`src/rtl/vertex_dedup_index_builder_top_macros.svh`:
```
// Assertion helpers shared by the RTL files of the vertex index builder.
`ifndef VERTEX_DEDUP_INDEX_BUILDER_TOP_MACROS_SVH
`define VERTEX_DEDUP_INDEX_BUILDER_TOP_MACROS_SVH

// The condition on the left implies the property in the same cycle.
`define VDDIB_ASSERT_IMPLY(name, clock, reset, cond, prop) \
  name: assert property (@(posedge clock) disable iff (reset) (cond) |-> (prop)) \
    else $error("vddib: same-cycle check failed");

// The condition on the left implies the property in the next cycle.
`define VDDIB_ASSERT_NEXT(name, clock, reset, cond, prop) \
  name: assert property (@(posedge clock) disable iff (reset) (cond) |=> (prop)) \
    else $error("vddib: next-cycle check failed");

`endif

```
`src/rtl/vddib_pkg.sv`:
```
`default_nettype none

package vddib_pkg;

  typedef struct packed {
    logic               mesh_start;
    logic signed [31:0] pos_x;
    logic signed [31:0] pos_y;
    logic signed [31:0] pos_z;
    logic signed [31:0] tex_u;
    logic signed [31:0] tex_v;
  } in_beat_t;

  typedef struct packed {
    logic [7:0]         vertex_index;
    logic [1:0]         status;
    logic signed [31:0] box_min_x;
    logic signed [31:0] box_min_y;
    logic signed [31:0] box_min_z;
    logic signed [31:0] box_max_x;
    logic signed [31:0] box_max_y;
    logic signed [31:0] box_max_z;
  } out_beat_t;

  // One stored corner; equality is a plain bit compare of all five words.
  typedef struct packed {
    logic [31:0] x;
    logic [31:0] y;
    logic [31:0] z;
    logic [31:0] u;
    logic [31:0] v;
  } vertex_t;

  typedef struct packed {
    logic signed [31:0] min_x;
    logic signed [31:0] min_y;
    logic signed [31:0] min_z;
    logic signed [31:0] max_x;
    logic signed [31:0] max_y;
    logic signed [31:0] max_z;
  } box_t;

  typedef struct packed {
    logic clear;
    logic insert;
  } cell_ctl_t;

  typedef struct packed {
    logic clear;
    logic grow;
  } box_ctl_t;

  typedef enum logic [1:0] {
    ST_IDLE,
    ST_MATCH,
    ST_UPDATE
  } state_t;

  localparam logic [1:0] STATUS_REUSED = 2'd0;
  localparam logic [1:0] STATUS_ADDED  = 2'd1;
  localparam logic [1:0] STATUS_FULL   = 2'd2;

endpackage

`default_nettype wire

```
`src/rtl/vddib_cell.sv`:
```
`default_nettype none

// One table slot. The occupied flags of all cells form a fill thermometer:
// a cell takes an insert only when its left neighbor is occupied and it is not.
module vddib_cell (
  input  wire logic                clk,
  input  wire logic                rst,
  input  wire vddib_pkg::cell_ctl_t ctl,
  input  wire logic                prev_occ,
  input  wire vddib_pkg::vertex_t  query,
  output logic                     occ,
  output logic                     hit
);

  vddib_pkg::vertex_t entry;
  logic               take;

  assign take = ctl.insert & prev_occ & ~occ;

  always_ff @(posedge clk) begin
    if (rst) begin
      occ <= 1'b0;
    end else if (ctl.clear) begin
      occ <= 1'b0;
    end else if (take) begin
      occ <= 1'b1;
    end
  end

  always_ff @(posedge clk) begin
    if (take) begin
      entry <= query;
    end
    hit <= occ & (entry == query);
  end

endmodule

`default_nettype wire

```
`config.mk`:
```
export PLATFORM = sky130hd
export DESIGN_NAME = vddib_cell
export DESIGN_NICKNAME = d
export VERILOG_FILES = /design/src/rtl/vertex_dedup_index_builder_top_macros.svh /design/src/rtl/vddib_pkg.sv /design/src/rtl/vddib_cell.sv
export SDC_FILE = /design/constraint.sdc
export NUM_CORES = 1
export LEC_CHECK = 0
export BUFFER_PORTS_ARGS = -buffer_cell sky130_fd_sc_hd__buf_2
export CAP_MARGIN = 25
export CORE_ASPECT_RATIO = 1.4
export CORE_MARGIN = 5
export CORE_UTILIZATION = 55
export CTS_BUF_LIST = sky130_fd_sc_hd__clkbuf_2 sky130_fd_sc_hd__clkbuf_4 sky130_fd_sc_hd__clkbuf_8
export CTS_CLUSTER_SIZE = 16
export DETAILED_ROUTE_END_ITERATION = 10
export GPL_ROUTABILITY_DRIVEN = 1
export PLACE_DENSITY = 0.87
export SETUP_SLACK_MARGIN = 0.4
export SLEW_MARGIN = 15
export SYNTH_ARGS = -nofsm -noshare
export SYNTH_HDL_FRONTEND = slang
export SYNTH_SLANG_ARGS = --single-unit
```
`constraint.sdc`:
```
create_clock -name clk -period 11.5 [get_ports clk]
set_input_delay 1.725 -clock clk [delete_from_list [all_inputs] [get_ports clk]]
set_output_delay 1.725 -clock clk [all_outputs]
set_load 0.01 [all_outputs]
```
==> results.cfg <==
[run_status]
status = finished, final reports clean

[global_route]
grt_pass1_vias = 4951
grt_max_degree = 74
antenna_found_initial = 7
overflow = 0
grt_pass1_wl_um = 25100
grt.total_usage_pct = 22.3

[cells_and_area]
drive_above_1_share_pct = 30.7
multi_input_area_um2 = 1720
ff_latch_area_um2 = 4840
final_common_cell = buf_2
n_fill_cell = 892
final_cell_mix = buf_2, edfxtp_1, inv_1, xor2_1, xnor2_1
postLayoutCoreUtil_pct = 67.5
fin_cells = 818
nets = 813
area.growth.synth_to_final_pct = 21.0

[drt]
drtIter0Drc = 401
wl_per_cell_um = 20.3
vias = 4636
drc = 0
ant_nets = 0
routed_wl_um = 16600
first_pass_iters = 5
viasPerCell = 5.67

[clock_network]
root_buffer = clkbuf_8
cts-buffers-inserted = 17
cts_resized = 0
cts_setup_buffers = 0
cts_hold_buf = 0
clkSlewWorstSetupHoldPaths_ns = 0.09
max-clock-path-buffers = 2
htreeDepth = 4
clkLatencyLatePin_ns = 0.46
clock-sinks = 162
cts_tree = built

[logic_synthesis]
netlist_area_um2 = 6840
synth_cell_types = 27
yosys_warnings = 0
async_flop_share_pct = 0
avgSynthCellArea_um2 = 14.9
synthFlopType = edfxtp_1
postSynthCellCount = 460
synth_seq_area_share_pct = 70.9
synth-seq-cells = 162
synth_top_area_cell = edfxtp_1
syn-num-nets = 625
yosysTopAreaCellShare_pct = 70.3
yosys-top-cells-area = edfxtp_1, xor2_1, xnor2_1, inv_1, a221oi_1
synth-edff-count = 160

[die]
num_rows = 48
ios = 167
coreArea_um2 = 12300
die_area_um2 = 14800
die_height_um = 142
die_w_um = 104
start_util_pct = 55.8

[worst_setup_path]
crit_start = ctl[0]
worst-path-stages = 6
endpoint = entry[98]$_DFFE_PP_
arrival_ns = 3.94
critPathSlowestCell = buf_4
crit_top_cell = buf_4
r2r_end = entry[98]$_DFFE_PP_
crit_family = buffers and inverters
cp_max_fo = 73
slowest_delay_ns = 0.82
end_kind = flop
start_kind = input pin
crit_path_cell_trace = buf_2 -> nand2_1 -> nor2_4 -> buf_12 -> buf_4 -> buf_4
r2r_setup_slack_ns = 8.69
rr_worst_depth = 4
worstPathRequired_ns = 11.58
path_class = in -> reg
worstReg2RegStart = occ$_SDFFE_PP0P_
cp_num_buf_inv = 4

[power_and_ir_drop]
pwr-share-clk_pct = 32.2
vdd_ir_drop_max_uv = 98.3
totalPowerFinal_mw = 1.18
p_seq_share_pct = 58.4
power.leakage_nw = 3.23
p_int_uw = 899
p_sw_share_pct = 23.8
power_switching_uw = 281
cellPowerDensity_nw_per_um2 = 143
p_comb_share_pct = 9.4

[place]
dp.cells = 778
portBuffers = 166
place_congestion = 0.926
hpwlAfterDp_um = 12600

[job]
drv_cap = 0

[sta]
grt_setup_unrepaired = false
setup_total_negative_slack_ns = 0
fmax_mhz = 259
hold_violations = 0
fin_crit_sh_pct = 33.6
fin_crit_ns = 3.86
setup_viol = 0
relSlewSlack_pct = 36.3
drv_slew = 0
worst_hold_slack_ns = 0.611
worst_pin_slew_ns = 0.955
finClkSkew_ns = 0.00850

[worst_hold_path]
hold_path_class = reg -> reg
sequential cells by signal, summed over array words and instances (netlist names):
register	cells
entry	160
occ	1
hit	1
kinds of logic (layout without fill, tap and decap cells):
group / count (synthesis) / in the layout / share of synthesized area [%]
XOR/XNOR: 87 / 87 / 11.1
buffers and inverters: 75 / 276 / 4.12
other: 0 / 7 / 0
flip-flops: 162 / 162 / 70.9
AO/OA/AOI/OAI: 71 / 71 / 8.31
AND/OR/NAND/NOR: 65 / 65 / 5.58
power groups by stage:
stage                     Sequential [mW]  Clock [mW]  Combinational [mW]
final                               0.690       0.381               0.110
after global routing                0.692       0.413               0.120
after CTS                           0.690       0.387               0.109
after detailed placement            0.703           0               0.108
after global placement              0.702           0               0.102
after floorplan                     0.707           0              0.0511
metal layers:
layer / vias to the layer above / GRT usage, % / routed length (µm)
met5: - / 0 / 12
li1: 2125 / - / -
met2: 254 / 37.8 / 8710
met1: 2193 / 25.7 / 5860
met4: 4 / 13.0 / 735
met3: 60 / 5.76 / 1290
worst reg2reg max path, stage by stage, from the launching register on:
cell	delay, ns
dfxtp_1	0.37
nor2_4	0.35
buf_12	0.26
buf_4	0.53
buf_4	0.85
cells in the mapped netlist, types with 2 or more instances:
master,n
a2111oi_2,2
a211oi_1,3
a221oi_1,19
a22o_1,4
dfxtp_1,2
edfxtp_1,160
inv_1,75
nand2_1,2
nand2b_1,7
nand3_1,3
nand4_1,19
nor2_1,7
nor3_1,6
nor4_1,17
o2111ai_1,3
o22ai_1,23
o2bb2ai_1,13
xnor2_1,42
xor2_1,45
through the flow:
step / area (µm²) / setup WS [ns]
floorplan: 6840 / 2.32
global placement: 7880 / 6.97
CTS: 8240 / 7.24
detailed placement: 7880 / 6.77
finish: 8270 / 7.64
global route: 8270 / 7.52
area by class of cell:
cell class              count  area share, %
diodes                      7          0.212
clock buffers              18           2.92
clock inverters            14           1.41
inverters                  75           3.40
multi-input cells         223           20.8
flip-flops and latches    162           58.6
well taps                 150           2.27
repair buffers            169           10.5
how the worst min path moves through the flow:
stage	startpoint	endpoint	slack, ns	cells past startpoint
floorplan	occ$_SDFFE_PP0P_	occ$_SDFFE_PP0P_	0.54	2
global placement	occ$_SDFFE_PP0P_	occ$_SDFFE_PP0P_	0.56	2
detailed placement	occ$_SDFFE_PP0P_	occ$_SDFFE_PP0P_	0.61	2
CTS	occ$_SDFFE_PP0P_	occ$_SDFFE_PP0P_	0.62	2
global route	occ$_SDFFE_PP0P_	occ$_SDFFE_PP0P_	0.65	2
finish	occ$_SDFFE_PP0P_	occ$_SDFFE_PP0P_	0.61	2
No activity file was read; power rests on OpenSTA's default activity.
