**src/rtl/vertex_dedup_index_builder_top_macros.svh**
```systemverilog
// Assertion helpers shared by the RTL files of the vertex index builder.
`ifndef VERTEX_DEDUP_INDEX_BUILDER_TOP_MACROS_SVH
`define VERTEX_DEDUP_INDEX_BUILDER_TOP_MACROS_SVH

// The condition on the left implies the property in the same cycle.
`define VDDIB_ASSERT_IMPLY(name, clock, reset, cond, prop) \
  name: assert property (@(posedge clock) disable iff (reset) (cond) |-> (prop)) \
    else $error("vddib: same-cycle check failed");

// The condition on the left implies the property in the next cycle.
`define VDDIB_ASSERT_NEXT(name, clock, reset, cond, prop) \
  name: assert property (@(posedge clock) disable iff (reset) (cond) |=> (prop)) \
    else $error("vddib: next-cycle check failed");

`endif

```
**src/rtl/vddib_pkg.sv**
```systemverilog
`default_nettype none

package vddib_pkg;

  typedef struct packed {
    logic               mesh_start;
    logic signed [31:0] pos_x;
    logic signed [31:0] pos_y;
    logic signed [31:0] pos_z;
    logic signed [31:0] tex_u;
    logic signed [31:0] tex_v;
  } in_beat_t;

  typedef struct packed {
    logic [7:0]         vertex_index;
    logic [1:0]         status;
    logic signed [31:0] box_min_x;
    logic signed [31:0] box_min_y;
    logic signed [31:0] box_min_z;
    logic signed [31:0] box_max_x;
    logic signed [31:0] box_max_y;
    logic signed [31:0] box_max_z;
  } out_beat_t;

  // One stored corner; equality is a plain bit compare of all five words.
  typedef struct packed {
    logic [31:0] x;
    logic [31:0] y;
    logic [31:0] z;
    logic [31:0] u;
    logic [31:0] v;
  } vertex_t;

  typedef struct packed {
    logic signed [31:0] min_x;
    logic signed [31:0] min_y;
    logic signed [31:0] min_z;
    logic signed [31:0] max_x;
    logic signed [31:0] max_y;
    logic signed [31:0] max_z;
  } box_t;

  typedef struct packed {
    logic clear;
    logic insert;
  } cell_ctl_t;

  typedef struct packed {
    logic clear;
    logic grow;
  } box_ctl_t;

  typedef enum logic [1:0] {
    ST_IDLE,
    ST_MATCH,
    ST_UPDATE
  } state_t;

  localparam logic [1:0] STATUS_REUSED = 2'd0;
  localparam logic [1:0] STATUS_ADDED  = 2'd1;
  localparam logic [1:0] STATUS_FULL   = 2'd2;

endpackage

`default_nettype wire

```
**src/rtl/vddib_box.sv**
```systemverilog
`default_nettype none

// Axis-aligned bounding box of the inserted corners.
module vddib_box (
  input  wire logic                clk,
  input  wire logic                rst,
  input  wire vddib_pkg::box_ctl_t ctl,
  input  wire vddib_pkg::vertex_t  point,
  output vddib_pkg::box_t          bounds_next
);

  vddib_pkg::box_t    bounds;
  vddib_pkg::box_t    grown;
  logic               box_valid;
  logic               box_valid_next;
  logic signed [31:0] px;
  logic signed [31:0] py;
  logic signed [31:0] pz;

  assign px = $signed(point.x);
  assign py = $signed(point.y);
  assign pz = $signed(point.z);

  always_comb begin
    if (!box_valid) begin
      grown = '{px, py, pz, px, py, pz};
    end else begin
      grown.min_x = (px < bounds.min_x) ? px : bounds.min_x;
      grown.min_y = (py < bounds.min_y) ? py : bounds.min_y;
      grown.min_z = (pz < bounds.min_z) ? pz : bounds.min_z;
      grown.max_x = (bounds.max_x < px) ? px : bounds.max_x;
      grown.max_y = (bounds.max_y < py) ? py : bounds.max_y;
      grown.max_z = (bounds.max_z < pz) ? pz : bounds.max_z;
    end
  end

  always_comb begin
    if (ctl.clear) begin
      bounds_next    = '0;
      box_valid_next = 1'b0;
    end else if (ctl.grow) begin
      bounds_next    = grown;
      box_valid_next = 1'b1;
    end else begin
      bounds_next    = bounds;
      box_valid_next = box_valid;
    end
  end

  always_ff @(posedge clk) begin
    if (rst) begin
      bounds    <= '0;
      box_valid <= 1'b0;
    end else begin
      bounds    <= bounds_next;
      box_valid <= box_valid_next;
    end
  end

endmodule

`default_nettype wire

```
**config.mk**
```make
export PLATFORM = sky130hd
export DESIGN_NAME = vddib_box
export DESIGN_NICKNAME = d
export VERILOG_FILES = /design/src/rtl/vertex_dedup_index_builder_top_macros.svh /design/src/rtl/vddib_pkg.sv /design/src/rtl/vddib_box.sv
export SDC_FILE = /design/constraint.sdc
export NUM_CORES = 1
export LEC_CHECK = 0
export BUFFER_PORTS_ARGS = -buffer_cell sky130_fd_sc_hd__buf_2
export CORE_ASPECT_RATIO = 0.5
export CORE_MARGIN = 3
export CORE_UTILIZATION = 45
export CTS_CLUSTER_SIZE = 8
export DETAILED_ROUTE_END_ITERATION = 10
export GPL_TIMING_DRIVEN = 0
export PLACE_DENSITY = 0.7
export SLEW_MARGIN = 20
export SYNTH_ARGS = -nofsm -noshare
export SYNTH_HDL_FRONTEND = slang
export SYNTH_SLANG_ARGS = --single-unit
```
**constraint.sdc**
```tcl
create_clock -name clk -period 2.7 [get_ports clk]
set_clock_uncertainty 0.1 [all_clocks]
set_input_delay 0.27 -clock clk [delete_from_list [all_inputs] [get_ports clk]]
set_output_delay 0.27 -clock clk [all_outputs]
set_load 0.02 [all_outputs]
```
==> results by group, run 1 <==
Outcome
  – Status: finished, violations left
  – Failing checks: setup timing

Floorplan
  – Row cnt: 48
  – Die area: between 30000 and 40000 sq um
  – Die height: roughly 140 um
  – Core area: around 35000 sq um
  – I/O pins: about 360
  – Die Width: between 200 and 300 um
  – Initial Util: 46.2%

Setup path
  – Worst EP arrival: 3250 ps
  – CP max-delay cell: or3_4
  – Reg2reg setup slack: -360 ps
  – Max stage delay on crit path: 400 ps
  – CP dominant cell by count: buf_12
  – Cell Chain, Critical Path: inv_2 > ha_4 > and2_4 > a221oi_4 > o211ai_1 > or3_4 > a41oi_4 > a31oi_4 > buf_12 > buf_12 > mux2i_4 > buf_6
  – Worst Path Max Fanout: 5
  – Cell family with most CP delay: compound AO/OA/AOI/OAI gates
  – Critical Path End Type: output pin
  – Setup CP Type: register to output pin
  – Buffers & Inverters on Critical Path: 4
  – Startpoint types: register
  – WP data required: 2330 ps

CTS
  – Root buffer cell: clkbuf_16
  – CTS tree: yes
  – Number of CTS-inserted buffers: 17
  – Clock transition at path regs: ~90 ps
  – CTS H-tree lvls: 4
  – Max Buffers Root-to-Sink: 2
  – Clk sinks: roughly 190
  – Later-pin clock latency in the skew report: ~460 ps

Global route
  – Largest net degree at the start of global routing: 19
  – First-pass GRT wire length: 92800 um
  – Total congestion overflow: 0
  – Total GRT Usage: 30.2%
  – Vias in the first global route: between 15000 and 20000
  – Initial antenna violation count: 9

Routing
  – Via density: just under 6
  – Antenna Nets Post-Route: 0
  – Number of iterations in the first detailed-routing pass: 6
  – Initial drt markers: between 1500 and 2000
  – DR WL/cell: roughly 21 um
  – Routed WL: 62500 um
  – Via Count: 17500
  – DRC violations left: 0

Synthesis
  – Yosys Warn Count: 0
  – Ys async rst share: 0%
  – Register bit total from synthesis: 193
  – Post-Syn Area: roughly 16000 sq um
  – Post-Synthesis Cells: 2049
  – Synth area leader: dfxtp_1
  – Top-area cell type share of the netlist area: around a quarter
  – Synth top area cells: dfxtp_1 24%, mux2i_1 18%, ha_1 14%
  – Syn_nets: 2399
  – Register area share after synthesis: 24.0%
  – Avg Inst Size Synth: slightly below 8 sq um
  – Commonest register cell after synthesis: dfxtp_1
  – Yosys cell types: 55
  – Post-synth EDFFs: 0

Placement
  – Setup WS pre-CTS: -788 ps
  – Gp weighted congestion: roughly 0.9
  – Post-DP Area: ~20000 sq um
  – DPL Wire Length: ~39000 um
  – IO buf count: 290

STA
  – Worst slew pin tran: ~970 ps
  – Period utilization: 134%
  – Fin. max-slew vios: 0
  – Unrepaired setup endpoints after global routing: yes
  – Slew margin rel.: between 30% and 40%
  – Fmax: ~280 MHz
  – Setup WS post-layout: -923 ps
  – Period minus WS final: between 3000 and 4000 ps
  – Hold_ws: around 14 ps
  – Setup violators final: approximately 350
  – Final Hold Fails: 0

Cells and area
  – Total Nets Final: about 2900
  – Layout area overhead: 59.7%
  – Final instance area: ~26000 sq um
  – Commonest cells after routing, fill and taps aside: 306 x nand2_1, 193 x nand2b_1, 191 x buf_6
  – Layout cells sized above 1: 37.5%
  – Commonest non-fill, non-tap cell in the layout: nand2_1

Power and ir drop
  – PD cells: 388 nW/um^2
  – Maximum vdd drop: between 0.3 and 0.4 mV
  – Leak: between 0.01 and 0.015 uW

Flow run
  – MaxCap Viol Count: 0

Min path
  – Worst Hold Class: input port to register
timing repair:
action                                  in CTS  in global routing
hold endpoints to repair                     6                  0
hold buffers                                 5                  0
resized for setup                          682                191
cloned                                      24                  9
pin swaps                                   76                103
buffers inserted                            94                 44
endpoints found under the setup margin     371                380
layout make-up:
type	instances	area [sq um]
clock buffer	18	439
sequential	193	4010
multi-input combinational	1523	14000
fill	2383	9160
antenna	9	22.5
tap	475	594
clock inverter	14	170
inverter	197	739
timing repair buffer	451	4730
buffer	126	982
registers in the layout, indices dropped and copies added (netlist names):
signal and count:
box_valid 1, bounds 192
cell families (layout without fill, tap and decap cells):
logic type | Yosys count | after routing | synth area share, %
other | 0 | 9 | 0
AO/OA/AOI/OAI | 297 | 297 | 12.1
flip-flops | 193 | 193 | 24.0
AND/OR/NAND/NOR | 751 | 751 | 22.9
buffers and inverters | 333 | 806 | 8.51
adder cells (fa/ha/maj) | 186 | 186 | 14.5
multiplexers | 289 | 289 | 18.0
routing by layer:
layer	part of all wire (%)	track usage, %
met5	0	0
met4	4.6	13.6
met3	6.0	3.57
met2	49	52.3
met1	40	37.6
synth_stat cells (2+ instances only):
master,number
nand4_1,55
and3_1,31
a2111oi_0,3
nor2_1,91
clkbuf_1,95
a21o_1,11
a211o_1,3
a22oi_1,5
ha_1,186
o21ai_0,37
nand3_1,15
o211ai_1,35
a41o_1,2
a21boi_0,2
or4_1,4
buf_2,25
nor3b_1,3
nor4_1,5
and2_1,2
dfxtp_1,193
buf_6,10
nor3_1,35
buf_4,3
a221o_1,31
a31oi_1,37
buf_1,3
mux2i_1,289
inv_1,196
a221oi_1,4
a21oi_1,103
nand2b_1,193
nand2_1,307
a211oi_1,10
nor2b_1,2
a41oi_1,3
stage by stage:
step,std cells,setup TNS [ps],util (%),power (uW)
3_5_place_dp,2814,-165830,56.9,5890
3_3_place_gp,2814,-164150,56.9,5850
6_report,3006,-173880,73.7,9960
5_1_grt,3006,-203450,73.7,10300
4_1_cts,2964,-154210,70.6,9560
2_1_floorplan,2049,-6610,-,5100
path summary, 6_finish.rpt:
path	from	to	cells after the start
max	bounds[174]$_SDFF_PP0_	bounds_next[161]	12
min	point[148]	bounds[180]$_SDFF_PP0_	3
max reg2reg	bounds[174]$_SDFF_PP0_	bounds[169]$_SDFF_PP0_	13
min reg2reg	bounds[158]$_SDFF_PP0_	bounds[158]$_SDFF_PP0_	2
power by group:
group | total, uW | switching (uW) | internal, uW
Combinational | 4080 | 2050 | 2020
Sequential | 3110 | 135 | 2970
Clock | 2780 | 1350 | 1430
worst min-delay path: stages:
cell and delay (ps):
buf_2 120, nand2_1 70, mux2i_1 60
No activity file was read; power rests on OpenSTA's default activity.
==> inputs of run 2 (changes only) <==
--- a/config.mk
+++ b/config.mk
@@ -6,7 +6,7 @@
 export NUM_CORES = 1
 export LEC_CHECK = 0
 export BUFFER_PORTS_ARGS = -buffer_cell sky130_fd_sc_hd__buf_2
-export CORE_ASPECT_RATIO = 0.5
+export CORE_ASPECT_RATIO = 1.5
 export CORE_MARGIN = 3
 export CORE_UTILIZATION = 45
 export CTS_CLUSTER_SIZE = 8
==> run 2 against run 1 <==
Against the previous run:
- the flow still finishes with violations (setup timing)
- routed wire length up 5.5%
- critical path depth up 4
- largest power group unchanged
- utilization down 0.28 points
- sequential power about the same
==> results by group, run 2 (synthesized netlist as in run 1, its figures left out) <==
Outcome
  – Status: finished, violations left (unchanged)
  – Failing checks: setup timing (unchanged)

Power and ir drop
  – Leak: 0.0104 uW (was 0.0103 uW)
  – PD cells: 377 nW/um^2 (was 388 nW/um^2)
  – Maximum vdd drop: 0.453 mV (was 0.357 mV)

Setup path
  – Worst EP arrival: 3320 ps (was 3250 ps)
  – Max stage delay on crit path: 370 ps (was 400 ps)
  – Reg2reg setup slack: -450 ps (was -360 ps)
  – Worst Path Max Fanout: 7 (was 5)
  – Reg2reg start: bounds[172]$_SDFF_PP0_ (was bounds[174]$_SDFF_PP0_)
  – Critical Path End Type: output pin (unchanged)
  – Cell family with most CP delay: buffers and inverters (was compound AO/OA/AOI/OAI gates)
  – Worst Setup SP: bounds[172]$_SDFF_PP0_ (was bounds[174]$_SDFF_PP0_)
  – Setup CP Type: register to output pin (unchanged)
  – WP data required: 2330 ps (about the same)
  – Reg-to-reg endpoint: bounds[174]$_SDFF_PP0_ (was bounds[169]$_SDFF_PP0_)
  – Cell Chain, Critical Path: inv_1 > ha_2 > a21o_1 > a221oi_2 > buf_4 > buf_4 > buf_4 > buf_4 > nand2_2 > a41oi_2 > a31oi_1 > buf_6 > buf_12 > buf_16 > mux2i_4 > buf_6 (was inv_2 > ha_4 > and2_4 > a221oi_4 > o211ai_1 > or3_4 > a41oi_4 > a31oi_4 > buf_12 > buf_12 > mux2i_4 > buf_6)
  – Startpoint types: register (unchanged)
  – CP dominant cell by count: buf_4 (was buf_12)
  – CP max-delay cell: dfxtp_2 (was or3_4)
  – R2R cell count: 17 (was 13)
  – Buffers & Inverters on Critical Path: 9 (was 4)

Flow run
  – MaxCap Viol Count: 0 (unchanged)

Global route
  – Met3 Use GR: 5.04% (was 3.57%)
  – Met1 usage: 32.9% (was 37.6%)
  – Grt met2 use: 59.6% (was 52.3%)
  – Vias in the first global route: 18300 (was 17300)
  – First-pass GRT wire length: 97200 um (was 92800 um)
  – Largest net degree at the start of global routing: 19 (unchanged)
  – Initial antenna violation count: 5 (was 9)
  – Total congestion overflow: 0 (unchanged)
  – Total GRT Usage: 31.9% (was 30.2%)
  – Global routing's busiest layer: met2 (unchanged)

Cells and area
  – Layout filler cell count: 2352 (was 2383)
  – Final Non-Filler Cells: 3033 (was 3006)
  – Layout cells sized above 1: 39.7% (was 37.5%)
  – Largest Register: bounds (unchanged)
  – Largest regs: bounds (192), box_valid (1) (unchanged)
  – Max reg flops: 192 (unchanged)
  – Commonest non-fill, non-tap cell in the layout: nand2_1 (unchanged)
  – Layout area overhead: 60.8% (was 59.7%)
  – Commonest cells after routing, fill and taps aside: 301 x nand2_1, 206 x buf_6, 193 x nand2b_1 (was 306 x nand2_1, 193 x nand2b_1, 191 x buf_6)
  – Total Nets Final: 2895 (was 2859)

STA
  – Period utilization: 137% (was 134%)
  – Final Hold Fails: 0 (unchanged)
  – Fin. max-slew vios: 0 (unchanged)
  – Setup TNS: -187830 ps (was -173880 ps)
  – Unrepaired setup endpoints after global routing: yes (unchanged)
  – Slew margin rel.: 27.5% (was 35.5%)
  – Worst slew pin tran: 1090 ps (was 968 ps)
  – Setup WS post-layout: -991 ps (was -923 ps)
  – Setup violators final: 366 (was 347)
  – Fmax: 271 MHz (was 276 MHz)
  – Period minus WS final: 3690 ps (was 3620 ps)

Routing
  – Routed WL: 65900 um (was 62500 um)
  – Via Count: 17900 (was 17500)
  – Via density: 5.91 (was 5.83)
  – DRC violations left: 0 (unchanged)
  – Antenna Nets Post-Route: 0 (unchanged)
  – Initial drt markers: 1202 (was 1551)
  – DR WL/cell: 21.7 um (was 20.8 um)
  – Number of iterations in the first detailed-routing pass: 7 (was 6)

Min path
  – Hold EP: bounds[154]$_SDFF_PP0_ (was bounds[180]$_SDFF_PP0_)
  – HP Start: point[122] (was point[148])
  – Worst hold path depth: 3 (unchanged)
  – Worst Hold Class: input port to register (unchanged)

Floorplan
  – Core area: 35200 sq um (was 34800 sq um)
  – Die height: 238 um (was 140 um)
  – Initial Util: 45.7% (was 46.2%)
  – Die area: 38100 sq um (was 38200 sq um)
  – I/O pins: 356 (unchanged)
  – Row cnt: 84 (was 48)
  – Die Width: 160 um (was 273 um)

CTS
  – Root buffer cell: clkbuf_16 (unchanged)
  – Number of CTS-inserted buffers: 17 (unchanged)
  – CTS tree: yes (unchanged)
  – CTS H-tree lvls: 4 (unchanged)
  – Later-pin clock latency in the skew report: 470 ps (was 460 ps)
  – Max Buffers Root-to-Sink: 2 (unchanged)
  – Clock transition at path regs: 80 ps (was 90 ps)
  – Clk sinks: 193 (unchanged)

Placement
  – DPL Wire Length: 43100 um (was 39400 um)
  – IO buf count: 290 (unchanged)
  – Placed Instances: 2812 (was 2814)
  – Gp weighted congestion: 0.918 (was 0.912)
## run 2: cell types whose count changed in the layout (fill, tap and decap cells not counted), sizes merged
| cell | before | now |
|---|---|---|
| dlygate4sd3 | 5 | 13 |
| clkbuf | 120 | 117 |
| clkinvlp | 3 | 5 |
| buf | 470 | 500 |
| inv | 203 | 201 |
| clkinv | 3 | 5 |
| diode | 9 | 3 |
| bufinv | 2 | 0 |
## run 2: worst max-delay path by stage
stage / end / slack [ps] / cells past startpoint
2_1_floorplan: bounds_next[73] / -70 / 10
3_3_place_gp: bounds_next[108] / -1000 / 11
3_5_place_dp: bounds_next[111] / -980 / 11
4_1_cts: bounds_next[163] / -890 / 13
5_1_grt: bounds_next[165] / -1070 / 13
6_report: bounds_next[164] / -990 / 16
## run 2: per-stage QoR
stage | setup WS (ps) | instance area (sq um) | power [uW] | utilization, % | hold slack [ps]
6_report | -991 | 25900 | 9750 | 73.4 | 6.03
5_1_grt | -1070 | 25900 | 10100 | 73.4 | 10.8
4_1_cts | -892 | 24800 | 9400 | 70.3 | 0.496
3_5_place_dp | -984 | 19800 | 5920 | 56.3 | 367
3_3_place_gp | -997 | 19800 | 5870 | 56.3 | 360
2_1_floorplan | -69.8 | 17800 | 5100 | - | 317
## run 2: layout make-up
class | count | area, sq um | share of cell area [%]
Clock inverter | 14 | 124 | 0.479
Inverter | 197 | 739 | 2.86
Sequential cell | 193 | 4030 | 15.6
Antenna cell | 3 | 7.51 | 0.0290
Buffer | 126 | 952 | 3.68
Multi-Input combinational cell | 1523 | 14100 | 54.6
Timing Repair Buffer | 487 | 4870 | 18.8
Tap cell | 473 | 592 | 2.29
Clock buffer | 17 | 425 | 1.65
## run 2: per-layer routing
metal | routed length, um | part of all wire (%)
met3 | 4100 | 6.2
met4 | 4550 | 6.9
met1 | 22600 | 34
met2 | 34700 | 53
met5 | 24 | 0.036
## run 2: report_power, final
part	switching, uW	internal, uW	total [uW]
Sequential	136	2970	3110
Combinational	2080	2030	4110
Clock	1330	1200	2530
Total	3540	6210	9750
## run 2: tightest hold or removal path, delay by kind of cell
family / cells / cell delay, ps
and+or+nand+nor: 1 / 80
muxes: 1 / 60
buffers and inverters: 1 / 130
## run 2: repair_timing
item / in CTS / in global routing
hold buffers: 13 / 0
hold endpoints to repair: 17 / 0
gates cloned: 23 / 6
endpoints found under the setup margin: 374 / 379
gates resized for setup: 691 / 235
buffers inserted: 107 / 69
pin swaps: 87 / 75
==> inputs of run 3 (changes only) <==
--- a/config.mk
+++ b/config.mk
@@ -12,7 +12,8 @@
 export CTS_CLUSTER_SIZE = 8
 export DETAILED_ROUTE_END_ITERATION = 10
 export GPL_TIMING_DRIVEN = 0
-export PLACE_DENSITY = 0.7
+export PLACE_DENSITY = 0.67
+export SKIP_LAST_GASP = 1
 export SLEW_MARGIN = 20
 export SYNTH_ARGS = -nofsm -noshare
 export SYNTH_HDL_FRONTEND = slang
==> constraint.sdc (replaced) <==
create_clock -name clk -period 4 [get_ports clk]
set_clock_uncertainty 0.1 [all_clocks]
set_input_delay 0.4 -clock clk [delete_from_list [all_inputs] [get_ports clk]]
set_output_delay 0.4 -clock clk [all_outputs]
set_load 0.02 [all_outputs]
==> run 3 against run 2 <==
Against the previous run:
- the flow now finishes without violations
- via count decreased by 11%
- final cell count decreased by 6.0%
- combinational power decreased by 60%
- cell area decreased by 27%
- critical path depth decreased by 4
- total power decreased by 45%
- first-iteration DRC count decreased by 22%
- die area unchanged
- setup slack improved by 1100 ps
- sequential cell count unchanged
- clock power decreased by 35%
- global-route usage decreased by 4.9 points
- highest routed layer unchanged
==> results by group, run 3 (synthesized netlist as in run 1, its figures left out) <==
CTS
  – Root buffer cell: clkbuf_16 (unchanged)
  – Clock transition at path regs: 80 ps (about the same)
  – Later-pin clock latency in the skew report: 460 ps (was 470 ps)
  – Number of CTS-inserted buffers: 17 (unchanged)
  – Clk sinks: 193 (unchanged)
  – CTS tree: yes (unchanged)
  – Max Buffers Root-to-Sink: 2 (unchanged)
  – Post-CTS Hold Buffers: 0 (was 13)
  – CTS H-tree lvls: 4 (unchanged)

Placement
  – Placed Instances: 2812 (unchanged)
  – Setup WS pre-CTS: 15.5 ps (was -984 ps)
  – Gp weighted congestion: 0.945 (was 0.918)
  – DPL Wire Length: 41500 um (was 43100 um)
  – IO buf count: 290 (unchanged)
  – Post-DP Area: 18100 sq um (was 19800 sq um)

Routing
  – Via density: 5.61 (was 5.91)
  – Number of iterations in the first detailed-routing pass: 5 (was 7)
  – Via Count: 16000 (was 17900)
  – Initial drt markers: 941 (was 1202)
  – DR WL/cell: 18.7 um (was 21.7 um)
  – DRC violations left: 0 (unchanged)
  – Routed WL: 53300 um (was 65900 um)
  – Antenna Nets Post-Route: 0 (unchanged)

Floorplan
  – I/O pins: 356 (unchanged)
  – Die Width: 160 um (unchanged)
  – Core area: 35200 sq um (unchanged)
  – Die height: 238 um (unchanged)
  – Die area: 38100 sq um (unchanged)
  – Initial Util: 45.7% (unchanged)
  – Row cnt: 84 (unchanged)

STA
  – Final Hold Fails: 0 (unchanged)
  – Setup WS post-layout: 120 ps (was -991 ps)
  – Period utilization: 97.0%
  – Fin. max-slew vios: 0 (unchanged)
  – Fmax: 258 MHz
  – Setup violators final: 0 (was 366)
  – Unrepaired setup endpoints after global routing: yes (unchanged)
  – Worst slew pin tran: 1030 ps (was 1090 ps)
  – Period minus WS final: slightly below 4000 ps
  – Slew margin rel.: 31.2% (was 27.5%)

Cells and area
  – Final design utilization: 53.9% (was 73.4%)
  – Layout cells sized above 1: 17.0% (was 39.7%)
  – Total Nets Final: 2714 (was 2895)
  – Commonest cells after routing, fill and taps aside: 307 x nand2_1, 301 x buf_2, 280 x mux2i_1 (was 301 x nand2_1, 206 x buf_6, 193 x nand2b_1)
  – Max reg flops: 192 (unchanged)
  – Final Non-Filler Cells: 2851 (was 3033)
  – Largest Register: bounds (unchanged)
  – Largest regs: bounds (192), box_valid (1) (unchanged)
  – Layout area overhead: 17.9% (was 60.8%)
  – Commonest non-fill, non-tap cell in the layout: nand2_1 (unchanged)
  – Final instance area: 19000 sq um (was 25900 sq um)

Setup path
  – R2R cell count: 12 (was 17)
  – Worst Path Max Fanout: 10 (was 7)
  – Setup CP Type: register to output pin (unchanged)
  – Worst EP arrival: 3380 ps (was 3320 ps)
  – Reg2reg setup slack: 1010 ps (was -450 ps)
  – Reg2reg start: bounds[175]$_SDFF_PP0_ (was bounds[172]$_SDFF_PP0_)
  – Critical Path End Type: output pin (unchanged)
  – Reg-to-reg endpoint: bounds[172]$_SDFF_PP0_ (was bounds[174]$_SDFF_PP0_)
  – Startpoint types: register (unchanged)
  – WP data required: 3500 ps (was 2330 ps)

Global route
  – Initial antenna violation count: 2 (was 5)
  – Largest net degree at the start of global routing: 17 (was 19)
  – Vias in the first global route: 16000 (was 18300)
  – Total GRT Usage: 27.0% (was 31.9%)
  – First-pass GRT wire length: 82900 um (was 97200 um)
  – Total congestion overflow: 0 (unchanged)

Min path
  – Hold EP: bounds[54]$_SDFF_PP0_ (was bounds[154]$_SDFF_PP0_)
  – Worst hold path depth: 3 (unchanged)
  – Worst Hold Class: input port to register (unchanged)
  – HP Start: point[118] (was point[122])

Power and ir drop
  – Total Power: 5360 uW (was 9750 uW)
  – PD cells: 283 nW/um^2 (was 377 nW/um^2)
  – Maximum vdd drop: 0.284 mV (was 0.453 mV)
  – Leak: 0.00881 uW (was 0.0104 uW)

Flow run
  – MaxCap Viol Count: 0 (unchanged)

Outcome
  – Status: finished, final reports clean (was finished, violations left)
run 3: cell count changes in the layout (fill, tap and decap cells not counted), moves of 66 or more:
cell,previous run,this run
ha_1,116,186
dfxtp_2,86,0
ha_4,66,0
dfxtp_1,91,193
buf_2,104,301
buf_4,121,19
mux2i_4,133,4
buf_6,206,13
mux2i_1,126,280
run 3: layout make-up:
cell class	count	area [sq um]
flip-flops and latches	193	3860
inverters	197	739
diodes	2	5.00
well taps	473	592
clock buffers	20	447
fillers	3405	16200
clock inverters	11	83.8
repair buffers	296	1510
plain buffers	136	673
multi-input cells	1523	11100
run 3: repair_timing:
action	in CTS	in global routing
pin swaps	2	4
resized for setup	26	45
gates cloned	0	0
setup endpoints to repair	128	185
setup buffers	3	3
hold endpoints to repair	0	0
run 3: worst max path at each step:
stage	from	to	slack, ps	cells past startpoint
finish	bounds[175]$_SDFF_PP0_	bounds_next[160]	120	12
global route	bounds[173]$_SDFF_PP0_	bounds_next[160]	-30	12
CTS	bounds[129]$_SDFF_PP0_	bounds_next[132]	-60	11
detailed placement	point[97]	bounds_next[132]	20	11
global placement	point[89]	bounds_next[3]	60	12
floorplan	point[97]	bounds_next[128]	840	9
run 3: stage by stage:
stage	TNS, ps	hold slack [ps]
final	0	135
after global routing	-42.0	140
after CTS	-64.4	122
after detailed placement	0	370
after global placement	0	363
after floorplan	0	348
run 3: where the power goes:
group / internal, uW / leakage [uW] / switching, uW
Sequential: 2010 / 0.00157 / 77.4
Clock: 815 / 0.000261 / 837
Combinational: 617 / 0.00697 / 1010
run 3: worst max-delay path, cell delays in order (launching register included):
cell	delay, ps
dfxtp_1	350
inv_1	50
ha_1	320
and2_1	210
a221oi_4	290
o211ai_1	120
or3_1	370
a41oi_2	280
a31oi_1	120
buf_4	220
buf_6	170
mux2i_2	230
buf_4	180
run 3: per-layer routing:
metal | vias up | wire [um] | GRT usage (%)
met5 | - | 12 | 0
met4 | 2 | 2110 | 11.7
met3 | 125 | 3190 | 4.25
met2 | 622 | 27500 | 50.3
met1 | 7487 | 20600 | 30.2
li1 | 7750 | - | -
